==> src/rtl/sup_pkg.sv <==
// Types and codes shared by the sorted unique priority queue modules.
package sup_pkg;

  localparam int KEY_W = 31;

  typedef enum logic [1:0] {
    OP_INSERT     = 2'd0,
    OP_REMOVE_MIN = 2'd1,
    OP_REMOVE_KEY = 2'd2,
    OP_QUERY      = 2'd3
  } opcode_t;

  typedef enum logic [1:0] {
    ST_OK       = 2'd0,
    ST_INVALID  = 2'd1,
    ST_REPEATED = 2'd2,
    ST_FULL     = 2'd3
  } status_t;

  // Action every cell takes on the current request.
  typedef enum logic [1:0] {
    CELL_HOLD      = 2'd0,
    CELL_INSERT    = 2'd1,
    CELL_SHIFT_GE  = 2'd2,
    CELL_SHIFT_ALL = 2'd3
  } cell_op_t;

  typedef struct packed {
    cell_op_t           op;
    logic [KEY_W-1:0]   key;
  } cell_cmd_t;

endpackage

==> src/rtl/sorted_unique_priority_queue_top.sv <==
// Sorted unique priority queue: request decode, cell chain and result register.
//
// Usage:
//   Requests enter on in_valid/in_ready with in_opcode and in_key; each request
//   yields exactly one result on out_valid/out_ready carrying status, found,
//   count, head key and empty flag as they stand after the operation.
//   Keys live in a row of DEPTH cells kept in ascending order. Every cell
//   compares its key with the request key in the same cycle; insert shifts the
//   cells at and above the insert point one place up, removes shift them down.
//   The result is registered and shows in the cycle after acceptance.
//   Throughput: one request per cycle unless stalled; the single compare-and-shift pass
//   through the chain plus the OR over all match flags sets the cycle.
//   A stalled result holds in the output register; a new request is taken in
//   the cycle the held result leaves, so nothing is lost while stalled.
//   cfg_we writes the exclusive key limit at once; write it only while idle.
//   Synchronous reset empties the queue, clears the output valid and sets the
//   key limit to 1000000000. No clearing pass is needed.
module sorted_unique_priority_queue_top #(
  parameter int DEPTH = 16
) (
  input  logic                             clk,
  input  logic                             rst_n,
  input  logic                             cfg_we,
  input  logic [sup_pkg::KEY_W-1:0]        cfg_data,
  input  logic                             in_valid,
  output logic                             in_ready,
  input  logic [1:0]                       in_opcode,
  input  logic signed [31:0]               in_key,
  output logic                             out_valid,
  input  logic                             out_ready,
  output logic [1:0]                       out_status,
  output logic                             out_found,
  output logic [$clog2(DEPTH+1)-1:0]       out_count,
  output logic [sup_pkg::KEY_W-1:0]        out_head_key,
  output logic                             out_is_empty
);
  import sup_pkg::*;

  localparam int CNT_W = $clog2(DEPTH + 1);

  logic [KEY_W-1:0] key_limit_r;
  logic [CNT_W-1:0] count_r, count_nxt;
  logic             out_valid_r;
  logic [1:0]       status_r;
  logic             found_r;
  logic [KEY_W-1:0] head_r;
  logic             in_fire;

  logic [KEY_W-1:0] cell_key [DEPTH];
  logic [KEY_W-1:0] cell_key_nxt [DEPTH];
  logic [DEPTH-1:0] cell_valid, cell_valid_nxt, cell_less, cell_match;

  cell_cmd_t        cmd;
  opcode_t          opcode;
  logic [KEY_W-1:0] key_low;
  logic             key_neg, key_ok, found_key, full;
  status_t          status_nxt;
  logic             found_nxt;

  assign opcode  = opcode_t'(in_opcode);
  assign key_low = in_key[KEY_W-1:0];
  assign key_neg = in_key[31];
  assign key_ok  = !key_neg && (key_low != '0) && (key_low < key_limit_r);

  assign in_ready = !out_valid_r || out_ready;
  assign in_fire  = in_valid && in_ready;

  assign found_key = !key_neg && (|cell_match);
  assign full      = cell_valid[DEPTH-1];

  // Decode the request into one chain action.
  always_comb begin
    cmd.key    = key_low;
    cmd.op     = CELL_HOLD;
    status_nxt = ST_OK;
    found_nxt  = found_key;
    count_nxt  = count_r;
    case (opcode)
      OP_INSERT: begin
        if (!key_ok) begin
          status_nxt = ST_INVALID;
        end else if (found_key) begin
          status_nxt = ST_REPEATED;
        end else if (full) begin
          status_nxt = ST_FULL;
        end else begin
          cmd.op    = CELL_INSERT;
          count_nxt = count_r + CNT_W'(1);
        end
      end
      OP_REMOVE_MIN: begin
        found_nxt = cell_valid[0];
        if (cell_valid[0]) begin
          cmd.op    = CELL_SHIFT_ALL;
          count_nxt = count_r - CNT_W'(1);
        end
      end
      OP_REMOVE_KEY: begin
        if (found_key) begin
          cmd.op    = CELL_SHIFT_GE;
          count_nxt = count_r - CNT_W'(1);
        end
      end
      default: begin
        cmd.op = CELL_HOLD;
      end
    endcase
    if (!in_fire) begin
      cmd.op    = CELL_HOLD;
      count_nxt = count_r;
    end
  end

  genvar gi;
  generate
    for (gi = 0; gi < DEPTH; gi++) begin : g_cell
      logic             l_less, l_valid, r_valid;
      logic [KEY_W-1:0] l_key, r_key;
      if (gi == 0) begin : g_first
        assign l_less  = 1'b1;
        assign l_key   = '0;
        assign l_valid = 1'b0;
      end else begin : g_mid
        assign l_less  = cell_less[gi-1];
        assign l_key   = cell_key[gi-1];
        assign l_valid = cell_valid[gi-1];
      end
      if (gi == DEPTH - 1) begin : g_last
        assign r_key   = '0;
        assign r_valid = 1'b0;
      end else begin : g_inner
        assign r_key   = cell_key[gi+1];
        assign r_valid = cell_valid[gi+1];
      end
      sup_cell u_cell (
        .clk         (clk),
        .rst_n       (rst_n),
        .cmd         (cmd),
        .left_less   (l_less),
        .left_key    (l_key),
        .left_valid  (l_valid),
        .right_key   (r_key),
        .right_valid (r_valid),
        .key_r       (cell_key[gi]),
        .valid_r     (cell_valid[gi]),
        .less        (cell_less[gi]),
        .match       (cell_match[gi]),
        .key_nxt     (cell_key_nxt[gi]),
        .valid_nxt   (cell_valid_nxt[gi])
      );
    end
  endgenerate

  always_ff @(posedge clk) begin
    if (!rst_n) begin
      key_limit_r <= KEY_W'(1000000000);
      count_r     <= '0;
      out_valid_r <= 1'b0;
    end else begin
      if (cfg_we) begin
        key_limit_r <= cfg_data;
      end
      count_r <= count_nxt;
      if (in_fire) begin
        out_valid_r <= 1'b1;
      end else if (out_ready) begin
        out_valid_r <= 1'b0;
      end
    end
  end

  // Capture the result from the chain's next state.
  always_ff @(posedge clk) begin
    if (in_fire) begin
      status_r <= status_nxt;
      found_r  <= found_nxt;
      head_r   <= cell_valid_nxt[0] ? cell_key_nxt[0] : '0;
    end
  end

  assign out_valid    = out_valid_r;
  assign out_status   = status_r;
  assign out_found    = found_r;
  assign out_count    = count_r;
  assign out_head_key = head_r;
  assign out_is_empty = (count_r == '0);

  // Occupied cells always form a prefix of the chain.
  a_valid_prefix: assert property (@(posedge clk) disable iff (!rst_n)
    ((cell_valid + DEPTH'(1)) & cell_valid) == '0)
    else $error("occupied cells are not contiguous");

  a_count_matches: assert property (@(posedge clk) disable iff (!rst_n)
    $countones(cell_valid) == int'(count_r))
    else $error("entry count disagrees with occupied cells");

  a_result_follows: assert property (@(posedge clk) disable iff (!rst_n)
    in_fire |=> out_valid_r)
    else $error("accepted request produced no result");

  a_empty_head: assert property (@(posedge clk) disable iff (!rst_n)
    (out_valid_r && out_is_empty) |-> (out_head_key == '0))
    else $error("empty queue reports a nonzero head key");

endmodule

==> src/rtl/sup_cell.sv <==
// One slot of the sorted chain: holds a key, compares it and shifts left or right.
module sup_cell (
  input  logic                     clk,
  input  logic                     rst_n,
  input  sup_pkg::cell_cmd_t       cmd,
  input  logic                     left_less,
  input  logic [sup_pkg::KEY_W-1:0] left_key,
  input  logic                     left_valid,
  input  logic [sup_pkg::KEY_W-1:0] right_key,
  input  logic                     right_valid,
  output logic [sup_pkg::KEY_W-1:0] key_r,
  output logic                     valid_r,
  output logic                     less,
  output logic                     match,
  output logic [sup_pkg::KEY_W-1:0] key_nxt,
  output logic                     valid_nxt
);
  import sup_pkg::*;

  assign less  = valid_r && (key_r < cmd.key);
  assign match = valid_r && (key_r == cmd.key);

  always_comb begin
    key_nxt   = key_r;
    valid_nxt = valid_r;
    case (cmd.op)
      CELL_INSERT: begin
        if (!less) begin
          if (left_less) begin
            key_nxt   = cmd.key;
            valid_nxt = 1'b1;
          end else begin
            key_nxt   = left_key;
            valid_nxt = left_valid;
          end
        end
      end
      CELL_SHIFT_GE: begin
        if (!less) begin
          key_nxt   = right_key;
          valid_nxt = right_valid;
        end
      end
      CELL_SHIFT_ALL: begin
        key_nxt   = right_key;
        valid_nxt = right_valid;
      end
      default: begin
        key_nxt   = key_r;
        valid_nxt = valid_r;
      end
    endcase
  end

  always_ff @(posedge clk) begin
    key_r <= key_nxt;
    if (!rst_n) begin
      valid_r <= 1'b0;
    end else begin
      valid_r <= valid_nxt;
    end
  end

endmodule
==> config.mk <==
export PLATFORM = sky130hd
export DESIGN_NAME = sorted_unique_priority_queue_top
export DESIGN_NICKNAME = d
export VERILOG_FILES = /design/src/rtl/sup_pkg.sv /design/src/rtl/sorted_unique_priority_queue_top.sv /design/src/rtl/sup_cell.sv
export SDC_FILE = /design/constraint.sdc
export NUM_CORES = 2
export LEC_CHECK = 0
export BUFFER_PORTS_ARGS = -buffer_cell sky130_fd_sc_hd__buf_2
export CAP_MARGIN = 30
export CORE_ASPECT_RATIO = 1.1
export CORE_MARGIN = 2
export CORE_UTILIZATION = 55
export CTS_CLUSTER_SIZE = 28
export DETAILED_ROUTE_END_ITERATION = 6
export HOLD_SLACK_MARGIN = 0.12
export MAX_ROUTING_LAYER = met4
export PLACE_DENSITY_LB_ADDON = 0.3
export SYNTH_ARGS = -nofsm -noshare
export SYNTH_HDL_FRONTEND = slang
export SYNTH_SLANG_ARGS = --single-unit
==> constraint.sdc <==
create_clock -name clk -period 12.6 [get_ports clk]
set_input_delay 2.52 -clock clk [delete_from_list [all_inputs] [get_ports clk]]
set_output_delay 2.52 -clock clk [all_outputs]
set_load 0.01 [all_outputs]
# Word level (Yosys, flattened, before mapping)
# Cells that the tools add are included.
[classes]
n_addsub = 2
n_lt_le_gt_ge = 17
eq_ne = 56
muxes = 145
n_reduce_logical = 63
[op_table]
columns = ["operator", "count"]
rows = [
  ["$pmux 31 s3", 16],
  ["$mux 31", 47],
  ["$lt 31x31->1", 17],
  ["$eq 31x31->1", 16],
  ["$ne 2x2->1 const B", 34],
  ["$mux 1", 54],
  ["$pmux 1 s3", 16],
  ["$reduce_and 3->1", 15],
  ["$logic_and 1x1->1", 36],
  ["$reduce_bool 31->1", 1],
  ["$mux 5", 5],
  ["$reduce_or 16->1", 1],
  ["$pmux 5 s3", 1],
  ["$mux 2", 5],
  ["$reduce_and 7->1", 1],
  ["$eq 2x2->1 const B", 3],
  ["$pmux 2 s3", 1],
  ["$reduce_bool 3->1", 2],
  ["$add 5x1->5 const B", 1],
  ["$logic_not 5->1", 1],
  ["$sub 5x1->5 const B", 1],
  ["$eq 2x1->1 const B", 2],
  ["$logic_not 1->1", 2],
  ["$logic_not 2->1", 1],
  ["other kinds (4)", 4],
]
[totals]
register_bits = 583
inputBits = 70

# Longest topological paths before layout
[depth]
ltp_word = 11
depth_mapped = 15
depth_no_buf = 11

# Hierarchy
# From an unflattened synthesis, not the netlist that was laid out.
[hier_totals]
hier_cells = 5826
hier_area_um2 = 48544.1
[by_module_without_submodules]
columns = ["mod", "n_inst", "cells_each", "area_each_um2", "seq_area_each_um2"]
rows = [
  ["sup_cell (g_cell[0].u_cell ...)", 11, 333, 2643.8, 640.6],
  ["sup_cell (g_cell[6].u_cell ...)", 3, 360, 3138.0, 640.6],
  ["sorted_unique_priority_queue_top", 1, 361, 3784.9, 1761.7],
  ["sup_cell (g_cell[9].u_cell)", 1, 362, 3160.5, 640.6],
  ["sup_cell (g_cell[5].u_cell)", 1, 360, 3103.0, 640.6],
]

# Least setup slack after synthesis
# Ideal clock, no wire load.
[synth_path]
path_type = "in2reg"
from = "input in_key[28]"
to = "register g_cell[4].u_cell.key_r[0] (netlist bit) (enable)"
setup_ns = 0.431
arrival_time_ns = 6.784
setup_slack_ns = 5.385
path_stages = 13
n_path_buf = 3
cell_sequence = "clkbuf_1 -> inv_1 -> ha_1 -> nand4_2 -> nor4_1 -> a32oi_1 -> nand4_1 -> o41a_1 -> a2111o_1 -> and2_1 -> buf_2 -> buf_6 -> a21oi_1"
[synth_between]
elab_chain_cells = 11
elab_cells_between_ends = 52
cone_classes = "2 x order compare; 21 x eq/ne; 5 x mux; 24 x reduce/logical"
[synth_rtl]
columns = ["item", "line", "source"]
rows = [
  ["from (decl)", "sorted_unique_priority_queue_top.sv:28", "input logic signed [31:0] in_key,"],
  ["parallel branches: the longest is 10 deep, another holds $lt 31x31->1", "n/a", ""],
  ["$reduce_and 3->1 (no source line) *", "n/a", ""],
  ["to (signal assigned)", "sup_cell.sv:56", "key_r <= key_nxt;"],
  ["to (decl)", "sup_cell.sv:11", "output logic [sup_pkg::KEY_W-1:0] key_r,"],
]
# Mark *: on every way between the ends.
# A chain may end at the register's enable or synchronous reset.

# Worst setup path after layout
[layout_path]
from = "input in_key[30]"
to = "register g_cell[8].u_cell.key_r[9] (netlist bit) (enable)"
[layout_between]
elab_chain_cells = 11
elab_cells_between_ends = 52
cone_classes = "2 x order compare; 21 x eq/ne; 5 x mux; 24 x reduce/logical"
[layout_rtl]
columns = ["item", "line"]
rows = [
  ["parallel branches: the longest is 10 deep, another holds $lt 31x31->1", "n/a"],
  ["$reduce_and 3->1 (no source line) *", "n/a"],
  ["to (signal assigned)", "sup_cell.sv:56"],
  ["to (decl)", "sup_cell.sv:11"],
]
# Marked as above.

==> impl_metrics.xml <==
<?xml version="1.0" encoding="UTF-8"?>
<metrics>
  <group name="status">
    <metric name="outcome" unit="">complete, no violations</metric>
  </group>
  <group name="floorplan">
    <metric name="die-height" unit="um">290</metric>
    <metric name="initial_utilization" unit="">0.558</metric>
    <metric name="die_w" unit="um">264</metric>
    <metric name="num_rows" unit="">104</metric>
    <metric name="core" unit="um^2">73400</metric>
    <metric name="floorplan.die_area" unit="um^2">76700</metric>
    <metric name="design.portCount" unit="">112</metric>
  </group>
  <group name="critical_path">
    <metric name="critPathMaxStageDelay" unit="ns">0.86</metric>
    <metric name="cp.arrival" unit="ns">8.13</metric>
    <metric name="reg2reg_setup_slack" unit="ns">7.21</metric>
    <metric name="worst-path-max-fanout" unit="">216</metric>
    <metric name="path_cells" unit="">buf_2 &gt; inv_1 &gt; ha_1 &gt; nand4_1 &gt; nor4_1 &gt; nand2_1 &gt; o32ai_1 &gt; o41ai_2 &gt; buf_4 &gt; a21o_4 &gt; buf_12 &gt; nand2_1 &gt; and2_1 &gt; buf_4</metric>
    <metric name="critical_path.n_buffers_inverters" unit="">5</metric>
    <metric name="timing.rr.start" unit="">g_cell[10].u_cell.key_r[29]</metric>
    <metric name="start_kind" unit="">input port</metric>
    <metric name="crit_slowest_cell" unit="">sky130_fd_sc_hd__nor4_1</metric>
    <metric name="worst_r2r_path_depth" unit="">12</metric>
    <metric name="required" unit="ns">12.88</metric>
    <metric name="worstReg2RegEnd" unit="">g_cell[8].u_cell.key_r[9]</metric>
    <metric name="critPathKind" unit="">in2reg</metric>
    <metric name="category_of_the_worst_setup_path_capture_point" unit="">register</metric>
    <metric name="critical-path-top-delay-family" unit="">simple AND/OR/NAND/NOR gates</metric>
  </group>
  <group name="global_route">
    <metric name="vias_in_the_first_global_route" unit="">31700</metric>
    <metric name="grt_pass1_wl" unit="um">187000</metric>
    <metric name="grt_antenna_before_repair" unit="">1</metric>
    <metric name="grt.total_usage" unit="">0.325</metric>
    <metric name="grt_start_max_net_pins" unit="">251</metric>
    <metric name="global_route.overflow_total" unit="">0</metric>
  </group>
  <group name="synth">
    <metric name="seq_area_frac_synth" unit="">0.407</metric>
    <metric name="post_synth_instance_area" unit="um^2">41000</metric>
    <metric name="synth.distinct_cells" unit="">71</metric>
    <metric name="postSynth.topFlopCell" unit="">sky130_fd_sc_hd__edfxtp_1</metric>
    <metric name="synth_area_leader_cell" unit="">sky130_fd_sc_hd__edfxtp_1</metric>
    <metric name="synth_most_common_cell" unit="">sky130_fd_sc_hd__ha_1</metric>
    <metric name="post-synth-top-area-fraction" unit="">0.366</metric>
    <metric name="synth.yosys.warnings" unit="">0</metric>
    <metric name="synth_top_cells_by_area" unit="">sky130_fd_sc_hd__edfxtp_1, sky130_fd_sc_hd__ha_1, sky130_fd_sc_hd__mux2i_1</metric>
    <metric name="mappedNetlistNets" unit="">4764</metric>
    <metric name="synth.ff_latch_count" unit="">583</metric>
    <metric name="syn_inst" unit="">4160</metric>
    <metric name="synth-async-reset-ratio" unit="">0</metric>
    <metric name="netlist_top_cells_count" unit="">sky130_fd_sc_hd__ha_1, sky130_fd_sc_hd__nand2_1, sky130_fd_sc_hd__edfxtp_1</metric>
    <metric name="syn_avg_cell_area" unit="um^2">9.85</metric>
    <metric name="synth_edf_count" unit="">499</metric>
  </group>
  <group name="sta">
    <metric name="finalMaxSlewViolations" unit="">0</metric>
    <metric name="final.min_clock_period" unit="ns">7.85</metric>
    <metric name="fmaxAchievable" unit="MHz">127</metric>
    <metric name="final-setup-viol-count" unit="">0</metric>
    <metric name="worstMarginPinSlew" unit="ns">1.07</metric>
    <metric name="max_slew_margin" unit="">0.271</metric>
    <metric name="grt_setup_unrepaired" unit="">no</metric>
    <metric name="finalHoldViolCount" unit="">0</metric>
    <metric name="totalNegativeSetupSlack" unit="ns">0</metric>
    <metric name="setup_slack" unit="ns">4.75</metric>
    <metric name="fin_worst_skew" unit="ns">0.0310</metric>
    <metric name="timing.final.crit_share" unit="">0.623</metric>
  </group>
  <group name="hold_path">
    <metric name="worst_hold_path.endpoint" unit="">key_limit_r[29]</metric>
    <metric name="worst_hold_path.num_cells" unit="">2</metric>
    <metric name="hold_path.startpoint" unit="">key_limit_r[29]</metric>
    <metric name="worstHoldPathType" unit="">reg2reg</metric>
  </group>
  <group name="pwr">
    <metric name="total_power" unit="mW">4.69</metric>
    <metric name="vdd.ir_drop.worst" unit="V">0.0000807</metric>
    <metric name="power.density_cell_area" unit="nW/um^2">105</metric>
    <metric name="leakage" unit="nW">17.9</metric>
  </group>
  <group name="layout">
    <metric name="fill_cells" unit="">6166</metric>
    <metric name="flow.area_growth_from_synthesis" unit="%">8.73</metric>
    <metric name="design.final.nets" unit="">4752</metric>
    <metric name="drive_above_1_share" unit="">0.0829</metric>
  </group>
  <group name="clocking">
    <metric name="hold_buffer_count_at_cts" unit="">0</metric>
    <metric name="ctsHtreeMaxLevel" unit="">3</metric>
    <metric name="numClockSinks" unit="">583</metric>
    <metric name="post_cts.repair.setup_buffers" unit="">0</metric>
    <metric name="tritoncts" unit="">done</metric>
    <metric name="cts_buffers" unit="">66</metric>
    <metric name="ctsRootBufferMaster" unit="">sky130_fd_sc_hd__clkbuf_16</metric>
    <metric name="cts.clk_slew.worst_paths" unit="ns">0.06</metric>
    <metric name="worst_skew_pair.late_latency" unit="ns">0.63</metric>
    <metric name="cts-root-to-sink-buffers" unit="">3</metric>
    <metric name="post_cts.resized_instances" unit="">0</metric>
  </group>
  <group name="place">
    <metric name="gp_routability_congestion" unit="">1.02</metric>
    <metric name="dp.final_hpwl" unit="um">90800</metric>
    <metric name="detailedPlace.worstSlack" unit="ns">4.31</metric>
    <metric name="io_buffers" unit="">111</metric>
  </group>
  <group name="drt">
    <metric name="dr_total_vias" unit="">32800</metric>
    <metric name="dr.first_iter.drc_count" unit="">3406</metric>
    <metric name="wirelength" unit="um">123000</metric>
    <metric name="remaining_number_of_nets_flagged_by_the_antenna_check_after_routing" unit="">0</metric>
    <metric name="first_pass_iters" unit="">5</metric>
    <metric name="drcViolationCount" unit="">0</metric>
    <metric name="avgViaCountPerCell" unit="">6.38</metric>
    <metric name="routed_len_inst" unit="um">23.9</metric>
  </group>
  <group name="flow_run">
    <metric name="cap_violations" unit="">0</metric>
  </group>
</metrics>
## routing by layer
layer,part of all wire,wire (um),global-route usage
met1,0.40,49600,0.401
met2,0.46,56400,0.508
met3,0.066,8100,0.0335
met4,0.075,9220,0.212
met5,0,0,-
## sequential cells by signal (all words and copies together) (netlist names)
name                   cells
g_cell.u_cell.key_r      496
out_valid                  1
out_found                  1
key_limit_r               31
out_head_key              31
out_count                  5
g_cell.u_cell.valid_r     16
out_status                 2
## metrics by stage
stage | instances | area [um^2] | hold slack, ns | util
2_1_floorplan | 4160 | 41000 | 0.459 | -
3_3_place_gp | 5024 | 42300 | 0.474 | 0.577
3_5_place_dp | 5032 | 42500 | 0.481 | 0.579
4_1_cts | 5148 | 44500 | 0.493 | 0.606
5_1_grt | 5151 | 44500 | 0.518 | 0.607
6_report | 5151 | 44500 | 0.491 | 0.607
## worst reg2reg max path, delay by kind of cell (launching register included)
| family | cells | cell delay, ns |
|---|---|---|
| AOI/OAI and AO/OA | 3 | 1.12 |
| adders and majority gates | 1 | 0.36 |
| DFF | 1 | 0.45 |
| buffers and inverters | 3 | 0.95 |
| and+or+nand+nor | 5 | 2.17 |
## cell usage in the layout (no fill, tap or decap), types with 5 or more instances in the layout
| master | count |
|---|---|
| sky130_fd_sc_hd__a31oi_1 | 38 |
| sky130_fd_sc_hd__o221a_1 | 6 |
| sky130_fd_sc_hd__nand2b_1 | 14 |
| sky130_fd_sc_hd__mux2i_1 | 428 |
| sky130_fd_sc_hd__o22a_1 | 30 |
| sky130_fd_sc_hd__buf_12 | 6 |
| sky130_fd_sc_hd__clkinv_2 | 9 |
| sky130_fd_sc_hd__buf_4 | 65 |
| sky130_fd_sc_hd__a21oi_1 | 313 |
| sky130_fd_sc_hd__nand3_1 | 39 |
| sky130_fd_sc_hd__a311oi_1 | 7 |
| sky130_fd_sc_hd__o21a_1 | 31 |
| sky130_fd_sc_hd__a211oi_1 | 19 |
| sky130_fd_sc_hd__nand2_1 | 517 |
| sky130_fd_sc_hd__nor2b_1 | 37 |
| sky130_fd_sc_hd__o21ai_0 | 410 |
| sky130_fd_sc_hd__o221a_2 | 26 |
| sky130_fd_sc_hd__nor2_1 | 263 |
| sky130_fd_sc_hd__clkbuf_8 | 5 |
| sky130_fd_sc_hd__and3_1 | 9 |
| sky130_fd_sc_hd__o211ai_1 | 30 |
| sky130_fd_sc_hd__a21o_1 | 160 |
| sky130_fd_sc_hd__dfxtp_1 | 84 |
| sky130_fd_sc_hd__clkinv_1 | 14 |
| sky130_fd_sc_hd__buf_2 | 113 |
| sky130_fd_sc_hd__edfxtp_1 | 499 |
| sky130_fd_sc_hd__clkbuf_16 | 69 |
| sky130_fd_sc_hd__nor3_1 | 52 |
| sky130_fd_sc_hd__nor4_1 | 23 |
| sky130_fd_sc_hd__nand4_1 | 111 |
| sky130_fd_sc_hd__ha_1 | 533 |
| sky130_fd_sc_hd__o2111ai_1 | 9 |
| sky130_fd_sc_hd__clkbuf_1 | 13 |
| sky130_fd_sc_hd__inv_1 | 99 |
| sky130_fd_sc_hd__a21oi_4 | 12 |
## logic make-up (layout without fill, tap and decap cells)
| kind of cell | after synthesis | count (layout) | share of synthesized area |
|---|---|---|---|
| AO/OA/AOI/OAI | 1141 | 1141 | 0.169 |
| XOR/XNOR | 4 | 4 | 0.000856 |
| adder cells (fa/ha/maj) | 534 | 534 | 0.163 |
| buffers and inverters | 367 | 403 | 0.0360 |
| flip-flops | 583 | 583 | 0.407 |
| multiplexers | 432 | 432 | 0.106 |
| other | 0 | 1 | 0 |
| AND/OR/NAND/NOR | 1099 | 1099 | 0.118 |
## area by class of cell
| class | count | area [um^2] | share of cell area |
|---|---|---|---|
| multi-input cells | 3210 | 23000 | 0.517 |
| well taps | 954 | 1190 | 0.0268 |
| clock inverters | 29 | 168 | 0.00376 |
| clock buffers | 87 | 1840 | 0.0414 |
| inverters | 100 | 375 | 0.00843 |
| flip-flops and latches | 583 | 16700 | 0.374 |
| diodes | 1 | 2.50 | 0.0000562 |
| repair buffers | 187 | 1260 | 0.0282 |
## worst max path at each step
stage | from | endpoint | depth (start not counted)
2_1_floorplan | in_key[28] | g_cell[4].u_cell.key_r[0] | 13
3_3_place_gp | in_key[16] | out_head_key[8] | 14
3_5_place_dp | in_key[30] | g_cell[6].u_cell.key_r[7] | 14
4_1_cts | in_key[30] | g_cell[6].u_cell.key_r[19] | 14
5_1_grt | in_key[30] | g_cell[8].u_cell.key_r[10] | 14
6_report | in_key[30] | g_cell[8].u_cell.key_r[9] | 14
## power by group
group / total (mW) / switching, mW / internal, mW
clock: 1.85 / 0.822 / 1.03
combinational: 0.589 / 0.350 / 0.239
sequential: 2.25 / 0.0868 / 2.16
Power figures use the tool's default switching activity.
